$ cat src/hdl/hce_pkg.sv
// Package for the Huffman code build, encode and decode unit.
// Holds field widths, operation and status codes, and the types shared by
// the controller and the datapath. Depends on nothing.
package hce_pkg;

   localparam int OP_W     = 3;
   localparam int SYM_W    = 8;
   localparam int FREQ_W   = 16;
   localparam int STATUS_W = 2;
   localparam int CODE_W   = 32;
   localparam int LEN_W    = 6;

   typedef enum logic [OP_W-1:0] {
      OP_COUNT  = 3'd0,
      OP_SET    = 3'd1,
      OP_BUILD  = 3'd2,
      OP_ENCODE = 3'd3,
      OP_DECODE = 3'd4,
      OP_CLEAR  = 3'd5
   } op_type;

   typedef enum logic [STATUS_W-1:0] {
      ST_OK       = 2'd0,
      ST_ABSENT   = 2'd1,
      ST_TOO_LONG = 2'd2,
      ST_NO_TREE  = 2'd3
   } status_type;

   typedef enum logic [4:0] {
      DP_NONE,
      DP_LOAD,
      DP_CNT_WR,
      DP_SET_WR,
      DP_CLEAR,
      DP_BUILD_INIT,
      DP_LEAF_RD,
      DP_LEAF_WR,
      DP_BUILD_EMPTY,
      DP_BUILD_DONE,
      DP_SCAN_INIT,
      DP_SCAN_RD,
      DP_SCAN_CMP,
      DP_TAKE_A,
      DP_TAKE_B,
      DP_LINK_B,
      DP_ENC_CHK,
      DP_ENC_LEAF,
      DP_ENC_PRD,
      DP_ENC_RRD,
      DP_ENC_STEP,
      DP_ENC_FIN,
      DP_DEC_CHK,
      DP_DEC_STEP,
      DP_DEC_SYM,
      DP_EMIT
   } dp_op_type;

   typedef struct packed {
      dp_op_type op;
   } cmd_type;

   typedef struct packed {
      logic tree_ready;
      logic leaf_more;
      logic no_leaves;
      logic merge_more;
      logic scan_more;
      logic second;
      logic enc_fail;
      logic enc_absent;
      logic enc_done;
      logic dec_noready;
      logic dec_rootleaf;
      logic next_bad;
      logic next_leaf;
   } stat_type;

endpackage

$ cat src/hdl/hce_ctrl.sv
// Controller of the Huffman unit: sequences each operation as datapath
// micro-operations and owns the request and response handshakes.
// Depends on hce_pkg.
module hce_ctrl
   import hce_pkg::*;
(
   input  logic            clock,
   input  logic            reset,
   input  logic            req_valid,
   output logic            req_ready,
   input  logic [OP_W-1:0] req_operation,
   output logic            rsp_valid,
   input  logic            rsp_ready,
   input  stat_type        stat,
   output cmd_type         cmd
);
   typedef enum logic [4:0] {
      S_IDLE, S_CNT_RD, S_CNT_WR, S_SET, S_CLR,
      S_BLD_INIT, S_LEAF_RD, S_LEAF_WR, S_MERGE, S_SCAN_INIT, S_SCAN_RD,
      S_SCAN_CMP, S_LINK,
      S_ENC_CHK, S_ENC_LEAF, S_ENC_PRD, S_ENC_RRD, S_ENC_STEP,
      S_DEC_CHK, S_DEC_STEP, S_DEC_SYM, S_EMIT
   } state_type;

   state_type state_ff, state_in;
   logic      rsp_valid_ff, rsp_valid_in;

   always_comb begin
      state_in     = state_ff;
      cmd.op       = DP_NONE;
      req_ready    = 1'b0;
      rsp_valid_in = rsp_valid_ff && !rsp_ready;
      case (state_ff)
         S_IDLE: begin
            req_ready = 1'b1;
            if (req_valid) begin
               cmd.op = DP_LOAD;
               case (req_operation)
                  OP_COUNT:  state_in = S_CNT_RD;
                  OP_SET:    state_in = S_SET;
                  OP_BUILD:  state_in = S_BLD_INIT;
                  OP_ENCODE: state_in = S_ENC_CHK;
                  OP_DECODE: state_in = S_DEC_CHK;
                  OP_CLEAR:  state_in = S_CLR;
                  default:   state_in = S_IDLE;
               endcase
            end
         end
         S_CNT_RD: state_in = S_CNT_WR;
         S_CNT_WR: begin
            cmd.op = DP_CNT_WR;  state_in = S_IDLE;
         end
         S_SET: begin
            cmd.op = DP_SET_WR;  state_in = S_IDLE;
         end
         S_CLR: begin
            cmd.op = DP_CLEAR;  state_in = S_IDLE;
         end
         S_BLD_INIT: begin
            cmd.op = DP_BUILD_INIT;  state_in = S_LEAF_RD;
         end
         S_LEAF_RD: begin
            if (stat.leaf_more) begin
               cmd.op = DP_LEAF_RD;  state_in = S_LEAF_WR;
            end else begin
               state_in = S_MERGE;
            end
         end
         S_LEAF_WR: begin
            cmd.op = DP_LEAF_WR;  state_in = S_LEAF_RD;
         end
         S_MERGE: begin
            if (stat.no_leaves) begin
               cmd.op = DP_BUILD_EMPTY;  state_in = S_EMIT;
            end else if (stat.merge_more) begin
               cmd.op = DP_SCAN_INIT;  state_in = S_SCAN_RD;
            end else begin
               cmd.op = DP_BUILD_DONE;  state_in = S_EMIT;
            end
         end
         S_SCAN_INIT: begin
            cmd.op = DP_SCAN_INIT;  state_in = S_SCAN_RD;
         end
         S_SCAN_RD: begin
            if (stat.scan_more) begin
               cmd.op = DP_SCAN_RD;  state_in = S_SCAN_CMP;
            end else if (!stat.second) begin
               cmd.op = DP_TAKE_A;  state_in = S_SCAN_INIT;
            end else begin
               cmd.op = DP_TAKE_B;  state_in = S_LINK;
            end
         end
         S_SCAN_CMP: begin
            cmd.op = DP_SCAN_CMP;  state_in = S_SCAN_RD;
         end
         S_LINK: begin
            cmd.op = DP_LINK_B;  state_in = S_MERGE;
         end
         S_ENC_CHK: begin
            cmd.op   = DP_ENC_CHK;
            state_in = stat.enc_fail ? S_EMIT : S_ENC_LEAF;
         end
         S_ENC_LEAF: begin
            cmd.op   = DP_ENC_LEAF;
            state_in = stat.enc_absent ? S_EMIT : S_ENC_PRD;
         end
         S_ENC_PRD: begin
            if (stat.enc_done) begin
               cmd.op = DP_ENC_FIN;  state_in = S_EMIT;
            end else begin
               cmd.op = DP_ENC_PRD;  state_in = S_ENC_RRD;
            end
         end
         S_ENC_RRD: begin
            cmd.op = DP_ENC_RRD;  state_in = S_ENC_STEP;
         end
         S_ENC_STEP: begin
            cmd.op = DP_ENC_STEP;  state_in = S_ENC_PRD;
         end
         S_DEC_CHK: begin
            cmd.op = DP_DEC_CHK;
            if (stat.dec_noready) begin
               state_in = S_EMIT;
            end else if (stat.dec_rootleaf) begin
               state_in = S_DEC_SYM;
            end else begin
               state_in = S_DEC_STEP;
            end
         end
         S_DEC_STEP: begin
            cmd.op = DP_DEC_STEP;
            if (stat.next_bad) begin
               state_in = S_EMIT;
            end else if (stat.next_leaf) begin
               state_in = S_DEC_SYM;
            end else begin
               state_in = S_IDLE;
            end
         end
         S_DEC_SYM: begin
            cmd.op = DP_DEC_SYM;  state_in = S_EMIT;
         end
         S_EMIT: begin
            if (!rsp_valid_ff || rsp_ready) begin
               cmd.op       = DP_EMIT;
               rsp_valid_in = 1'b1;
               state_in     = S_IDLE;
            end
         end
         default: state_in = S_IDLE;
      endcase
   end

   always_ff @(posedge clock) begin
      if (reset) begin
         state_ff     <= S_IDLE;
         rsp_valid_ff <= 1'b0;
      end else begin
         state_ff     <= state_in;
         rsp_valid_ff <= rsp_valid_in;
      end
   end

   assign rsp_valid = rsp_valid_ff;
endmodule
$ cat config.mk
export PLATFORM = sky130hd
export DESIGN_NAME = hce_ctrl
export DESIGN_NICKNAME = d
export VERILOG_FILES = /design/src/hdl/hce_pkg.sv /design/src/hdl/hce_ctrl.sv
export SDC_FILE = /design/constraint.sdc
export NUM_CORES = 1
export LEC_CHECK = 0
export BUFFER_PORTS_ARGS = -buffer_cell sky130_fd_sc_hd__buf_2
export CELL_PAD_IN_SITES_DETAIL_PLACEMENT = 0
export CELL_PAD_IN_SITES_GLOBAL_PLACEMENT = 2
export CORE_MARGIN = 2
export CORE_UTILIZATION = 27
export CTS_BUF_LIST = sky130_fd_sc_hd__clkbuf_16
export CTS_CLUSTER_SIZE = 12
export DETAILED_ROUTE_END_ITERATION = 16
export GPL_ROUTABILITY_DRIVEN = 0
export HOLD_SLACK_MARGIN = 0.02
export PLACE_DENSITY_LB_ADDON = 0.1
export SLEW_MARGIN = 5
export SYNTH_ARGS = -nofsm -noshare
export SYNTH_HDL_FRONTEND = slang
export SYNTH_SLANG_ARGS = --single-unit
export TNS_END_PERCENT = 30
$ cat constraint.sdc
create_clock -name clock -period 2.1 [get_ports clock]
set_input_delay 0.21 -clock clock [delete_from_list [all_inputs] [get_ports clock]]
set_output_delay 0.21 -clock clock [all_outputs]
set_load 0.02 [all_outputs]
==> impl_metrics.tcl, run 1 <==
set metrics [dict create \
    run_status "complete, no violations" \
    worst-endpoint-required_ns 1.89 \
    fin_ws_ns 0.140 \
    crit_path_start "state_ff[4]" \
    place_inst 211 \
    synthSimpleGateAreaFrac 0.342 \
    p_switching_uw 702 \
    critical-path-max-stage-delay_ns 0.47 \
    post_synth_num_cell_types 45 \
    largest_family_of_logic_cells_by_synthesized_area "compound AO/OA/AOI/OAI gates" \
    globalRoute.totalOverflow 0 \
    fmaxAchievable_ghz 0.510 \
    post_route_cells_drive_above_1_share 0.268 \
    die_w_um 63.0 \
    sequentialPowerShare 0.117 \
    synth-edff-count 0 \
    synth.yosys.seq_area_share 0.128 \
    cts-htree-levels 1 \
    placeableCoreArea_mm2 0.00334 \
    grt_usage 0.173 \
    r2r_setup_slack_ns 0.24 \
    cp-end-kind "output pin" \
    critical_path.cell_chain "nor2b_1 > buf_4 > a21oi_1 > a2bb2oi_1 > o22ai_1 > buf_2" \
    synth.area.top_cells "sky130_fd_sc_hd__dfxtp_1 13%, sky130_fd_sc_hd__a21oi_1 6.9%, sky130_fd_sc_hd__o21ai_0 6.9%, sky130_fd_sc_hd__nand2b_1 5.3%, sky130_fd_sc_hd__nor2_1 4.8%" \
    post_synth.cell_area_avg_um2 6.58 \
    cts.hold.buffers_added 0 \
    synth_nets 163 \
    fin_skew_ns 0.00276 \
    rsz_0062_raised_after_global_routing "false" \
    yosys_warnings 0 \
    post_drt_via_cell_ratio 5.50 \
    p_clk_frac 0.201 \
    r2r_end "state_ff[4]" \
    tns_ns 0 \
    num_rows 21 \
    ctsLongestPathBuffers 2 \
    antenna_left 0 \
    final_min_period_over_clock_period 0.933 \
    worst-r2r-cell-count 5 \
    share_of_synthesized_area_spent_on_multiplexers 0.0213 \
    power_mw 1.51 \
    cts_buffers 3 \
    yosys_top_cell_area_share 0.128 \
    cp_slowest_cell "sky130_fd_sc_hd__nor2b_1" \
    synth_xor_area_frac 0.0186 \
    post_cts_resized 0 \
    post_synth_fa_ha_maj_area_fraction 0 \
    crit_path_start_kind "flip-flop" \
    cp-endpoint "cmd[2]" \
    p_comb_frac 0.682 \
    max-cap-violations 0 \
    route.final.wire_length_um 3200 \
    total_die_area_mm2 0.00397 \
    min_period_ns 1.96 \
    vdd.ir_drop.worst_mv 0.548 \
    synth-compound-area-share 0.407 \
    grt_pass1_vias 1147 \
    boundaryPins 27 \
    initial_drt_markers 75 \
    postCtsSetupRepairBufs 0 \
    cts_tree "yes" \
    numPortBuffers 25 \
    powerDensity_mw_per_mm2 1230 \
    clkTransAtPathRegs_ns 0.03 \
    syn_area_um2 941 \
    drc 0 \
    power_switching_share 0.466 \
    power_leakage_nw 0.471 \
    cell_internal_pwr_uw 806 \
    asyncSetResetFlopFracSynth 0 \
    clock-root-buffer "sky130_fd_sc_hd__clkbuf_16" \
    initial_core_util 0.282 \
    global_route_wire_length_before_repair_um 5510 \
    wl_per_cell_um 15.0 \
    slew_viol_final 0 \
    grt_start_max_net_pins 26 \
    synth_cells 143 \
    clock_sinks 6 \
    initial_antenna_violation_count 0 \
    preCtsSetupSlack_ns 0.245 \
    final_hold_viol_count 0 \
    setup_viol 0 \
    nets 190 \
    instances_no_fill 214 \
    die_height_um 63.0 \
    worst-setup-path-type "flip-flop to output pin" \
    critPathMaxFanout 7 \
    yosys.area.top_type "sky130_fd_sc_hd__dfxtp_1" \
    min_path_type "input port to flip-flop" \
    r2r_start "state_ff[4]" \
    clk_lat_worst_skew_ns 0.23 \
    slew-limit-headroom 0.652 \
    worstPathArrival_ns 1.75 \
    ys.flop_type "sky130_fd_sc_hd__dfxtp_1" \
    dp_hpwl_um 2500 \
    dr.pass1.iters 4 \
    num_vias 1177 \
    area_delta_synth_final_pct 30.2 \
    transition_time_of_the_tightest_slew_check_pin_ns 0.521 \
    antennaDiodeCount 0 \
    postSynthRegisterBits 6 \
]
## critical path, delay by kind of cell (launching register included)
family / cells / cell delay [ns]
flops: 1 / 0.36
buf+inv: 2 / 0.40
compound gates: 3 / 0.29
simple gates: 1 / 0.47
## power by group through the flow
stage	registers [mW]	logic, mW	clock network (mW)
CTS	0.175	1.03	0.309
global placement	0.176	1.03	0
detailed placement	0.176	1.02	0
finish	0.176	1.03	0.303
floorplan	0.159	0.734	0
global route	0.181	1.15	0.317
## registers in the layout, summed over array words and instances, names as in the netlist
register	flops
rsp_valid	1
state_ff	5
## how the worst min path moves through the flow
stage / cells after the start / endpoint / slack [ns] / startpoint
6_report: 2 / rsp_valid / 0.17 / reset
5_1_grt: 2 / rsp_valid / 0.17 / reset
4_1_cts: 2 / rsp_valid / 0.17 / reset
3_5_place_dp: 2 / rsp_valid / 0.40 / reset
3_3_place_gp: 2 / rsp_valid / 0.41 / reset
2_1_floorplan: 1 / rsp_valid / 0.28 / reset
## layout by cell type (no fill, tap or decap), types with 3 or more instances in the layout
cell type,count
sky130_fd_sc_hd__buf_2,25
sky130_fd_sc_hd__nand3_1,8
sky130_fd_sc_hd__dfxtp_1,5
sky130_fd_sc_hd__o21ai_0,13
sky130_fd_sc_hd__clkbuf_16,3
sky130_fd_sc_hd__nand4_1,4
sky130_fd_sc_hd__nand2_1,4
sky130_fd_sc_hd__o31a_1,3
sky130_fd_sc_hd__nand2b_1,8
sky130_fd_sc_hd__nor2_1,11
sky130_fd_sc_hd__nor2b_1,5
sky130_fd_sc_hd__inv_1,5
sky130_fd_sc_hd__o22ai_1,5
sky130_fd_sc_hd__a31oi_1,3
sky130_fd_sc_hd__buf_4,11
sky130_fd_sc_hd__nor3_1,3
sky130_fd_sc_hd__a21oi_1,13
## cells by family after synthesis
kind of cell    count (synthesis)
buf+inv                        19
flops                           6
simple gates                   56
compound gates                 58
mux                             2
xor+xnor                        2
## layout make-up
cell class              instances  area [µm²]
well taps                      46        57.6
repair buffers                 36         208
fillers                       380        2110
inverters                       5        18.8
clock buffers                   3        75.1
flip-flops and latches          6         121
multi-input cells             118         744
## metal layers
metal / GRT usage / wire length [µm] / up-vias
met2: 0.286 / 1500 / 41
met1: 0.238 / 1550 / 540
met5: 0 / 0 / -
met3: 0.0414 / 160 / 0
li1: - / - / 596
met4: 0.00833 / 0 / 0
## Yosys cell counts (2+ instances only)
cell type	number
sky130_fd_sc_hd__and3_1	2
sky130_fd_sc_hd__nor3_1	3
sky130_fd_sc_hd__mux2i_1	2
sky130_fd_sc_hd__nor2_1	12
sky130_fd_sc_hd__a22oi_1	2
sky130_fd_sc_hd__a31oi_1	3
sky130_fd_sc_hd__nand2b_1	8
sky130_fd_sc_hd__o31a_1	3
sky130_fd_sc_hd__and4_1	2
sky130_fd_sc_hd__o21a_1	2
sky130_fd_sc_hd__a21oi_1	13
sky130_fd_sc_hd__o21ai_0	13
sky130_fd_sc_hd__o31ai_1	2
sky130_fd_sc_hd__nand4_1	4
sky130_fd_sc_hd__nor2b_1	5
sky130_fd_sc_hd__dfxtp_1	6
sky130_fd_sc_hd__nand3_1	8
sky130_fd_sc_hd__buf_1	3
sky130_fd_sc_hd__or3_1	2
sky130_fd_sc_hd__or3_4	2
sky130_fd_sc_hd__clkbuf_1	10
sky130_fd_sc_hd__a211oi_1	2
sky130_fd_sc_hd__o22ai_1	5
sky130_fd_sc_hd__nand2_1	4
sky130_fd_sc_hd__inv_1	5
## metrics by stage
step / instance area [µm²] / hold slack (ns) / util
finish: 1220 / 0.168 / 0.367
global route: 1220 / 0.171 / 0.367
detailed placement: 1150 / 0.404 / 0.343
CTS: 1220 / 0.167 / 0.366
floorplan: 941 / 0.282 / -
global placement: 1150 / 0.408 / 0.343
Note: power is estimated with default switching activity, not from simulation.
==> run 2, diff against run 1 <==
==> config.mk (replaced) <==
export PLATFORM = sky130hd
export DESIGN_NAME = hce_ctrl
export DESIGN_NICKNAME = d
export VERILOG_FILES = /design/src/hdl/hce_pkg.sv /design/src/hdl/hce_ctrl.sv
export SDC_FILE = /design/constraint.sdc
export NUM_CORES = 1
export LEC_CHECK = 0
export BUFFER_PORTS_ARGS = -buffer_cell sky130_fd_sc_hd__buf_4
export CORE_MARGIN = 2
export CORE_UTILIZATION = 51
export CTS_BUF_LIST = sky130_fd_sc_hd__clkbuf_16
export CTS_CLUSTER_SIZE = 12
export DETAILED_ROUTE_END_ITERATION = 16
export GPL_ROUTABILITY_DRIVEN = 0
export HOLD_SLACK_MARGIN = 0.02
export PLACE_DENSITY = 0.79
export SLEW_MARGIN = 5
export SYNTH_ARGS = -nofsm -noshare
export SYNTH_HDL_FRONTEND = slang
export SYNTH_SLANG_ARGS = --single-unit
export TNS_END_PERCENT = 30
==> impl_metrics.tcl, run 2 (synthesis gave the netlist of run 1 again) <==
set metrics [dict create \
    worstPathArrival_ns 1.75 \
    grt_start_max_net_pins 27 \
    run_status "complete, no violations" \
    transition_time_of_the_tightest_slew_check_pin_ns 0.420 \
    slew-limit-headroom 0.720 \
    worst-r2r-cell-count 5 \
    drc 0 \
    crit_path_start_kind "flip-flop" \
    grt_pass1_vias 1114 \
    worst-setup-path-type "flip-flop to output pin" \
    clkTransAtPathRegs_ns 0.03 \
    p_clk_frac 0.199 \
    global_route_wire_length_before_repair_um 4890 \
    min_period_ns 1.96 \
    instances_no_fill 191 \
    antennaDiodeCount 0 \
    clock_sinks 6 \
    cts.hold.buffers_added 0 \
    regMostFlops "state_ff" \
    initial_drt_markers 67 \
    max-cap-violations 0 \
    nets 188 \
    r2r_start "state_ff[4]" \
    post_drt_via_cell_ratio 6.48 \
    clk_lat_worst_skew_ns 0.23 \
    vdd.ir_drop.worst_mv 0.996 \
    cp-end-kind "output pin" \
    initial_antenna_violation_count 0 \
    fmaxAchievable_ghz 0.511 \
    power_switching_share 0.460 \
    grt_usage 0.317 \
    final_min_period_over_clock_period 0.933 \
    numPortBuffers 25 \
    critPathMaxFanout 10 \
    ctsLongestPathBuffers 2 \
    power_leakage_nw 0.478 \
    p_switching_uw 720 \
    final_core_utilization 0.726 \
    num_vias 1237 \
    cts_tree "yes" \
    cp-endpoint "cmd[0]" \
    setup_viol 0 \
    min_path_type "input port to flip-flop" \
    final_hold_viol_count 0 \
    area_delta_synth_final_pct 33.2 \
    total_die_area_mm2 0.00220 \
    tns_ns 0 \
    crit_path_start "state_ff[4]" \
    largest_register_ff_count 5 \
    route.final.wire_length_um 3090 \
    r2r_setup_slack_ns 0.15 \
    sequentialPowerShare 0.130 \
    die_w_um 47.0 \
    p_comb_frac 0.671 \
    layout.cells.most_common "sky130_fd_sc_hd__buf_4" \
    antenna_left 0 \
    num-fill-cells 162 \
    placed_area_mm2 0.00117 \
    finalInstanceArea_mm2 0.00125 \
    fin_hold_ws_ns 0.161 \
    fin_skew_ns 0.00238 \
    fin_ws_ns 0.141 \
    powerDensity_mw_per_mm2 1250 \
    boundaryPins 27 \
    die_height_um 47.0 \
    dr.pass1.iters 4 \
    power_mw 1.57 \
    dp_hpwl_um 2210 \
    slew_viol_final 0 \
    num_rows 15 \
    cts-htree-levels 1 \
    post_route_cells_drive_above_1_share 0.271 \
    initial_core_util 0.545 \
    placeableCoreArea_mm2 0.00173 \
    place_inst 188 \
    worst-endpoint-required_ns 1.89 \
    wl_per_cell_um 16.2 \
    cell_internal_pwr_uw 847 \
    r2r_end "state_ff[4]" \
    cts_buffers 3 \
    rsz_0062_raised_after_global_routing "false" \
    globalRoute.totalOverflow 0 \
    preCtsSetupSlack_ns 0.117 \
    clock-root-buffer "sky130_fd_sc_hd__clkbuf_16" \
    layout_common_cells "33 x sky130_fd_sc_hd__buf_4, 13 x sky130_fd_sc_hd__a21oi_1, 13 x sky130_fd_sc_hd__o21ai_0" \
]
## run 2: cell type report
type	instances	area, µm²	area share
Timing Repair Buffer	34	259	0.207
Inverter	5	18.8	0.0150
Sequential cell	6	123	0.0978
Multi-Input combinational cell	118	747	0.596
Tap cell	25	31.3	0.0250
Clock buffer	3	75.1	0.0599
## run 2: critical path, cell delays in order, from the launching register on
cell and delay [ns]:
sky130_fd_sc_hd__dfxtp_1 0.48, sky130_fd_sc_hd__nor2b_2 0.43, sky130_fd_sc_hd__and3_1 0.28, sky130_fd_sc_hd__nand2b_1 0.07, sky130_fd_sc_hd__o2111ai_1 0.08, sky130_fd_sc_hd__buf_4 0.18
## run 2: worst min path at each step
stage / start / endpoint / slack [ns] / cells after the start
after CTS: reset / rsp_valid / 0.16 / 2
after global routing: reset / rsp_valid / 0.16 / 2
final: reset / rsp_valid / 0.16 / 2
after detailed placement: reset / rsp_valid / 0.40 / 2
after floorplan: reset / rsp_valid / 0.28 / 1
after global placement: reset / rsp_valid / 0.40 / 2
## run 2: metal layers
layer,routed length (µm),global-route usage,vias up
met3,257,0.0731,14
met4,82,0.111,0
met1,1180,0.393,565
met5,0,0,-
met2,1580,0.537,68
li1,-,-,590
## run 2: power by group through the flow
stage / Combinational, mW / Sequential, mW / Clock, mW
finish: 1.05 / 0.203 / 0.312
global route: 1.13 / 0.209 / 0.321
CTS: 1.03 / 0.200 / 0.314
detailed placement: 1.02 / 0.199 / 0
global placement: 1.00 / 0.197 / 0
floorplan: 0.734 / 0.159 / 0
## run 2: what timing repair did
| action | CTS | global route |
|---|---|---|
| buffers inserted | 0 | 0 |
| pin swaps | 0 | 0 |
| gates cloned | 0 | 0 |
| setup endpoints to repair | 1 | 2 |
| resized for setup | 1 | 4 |
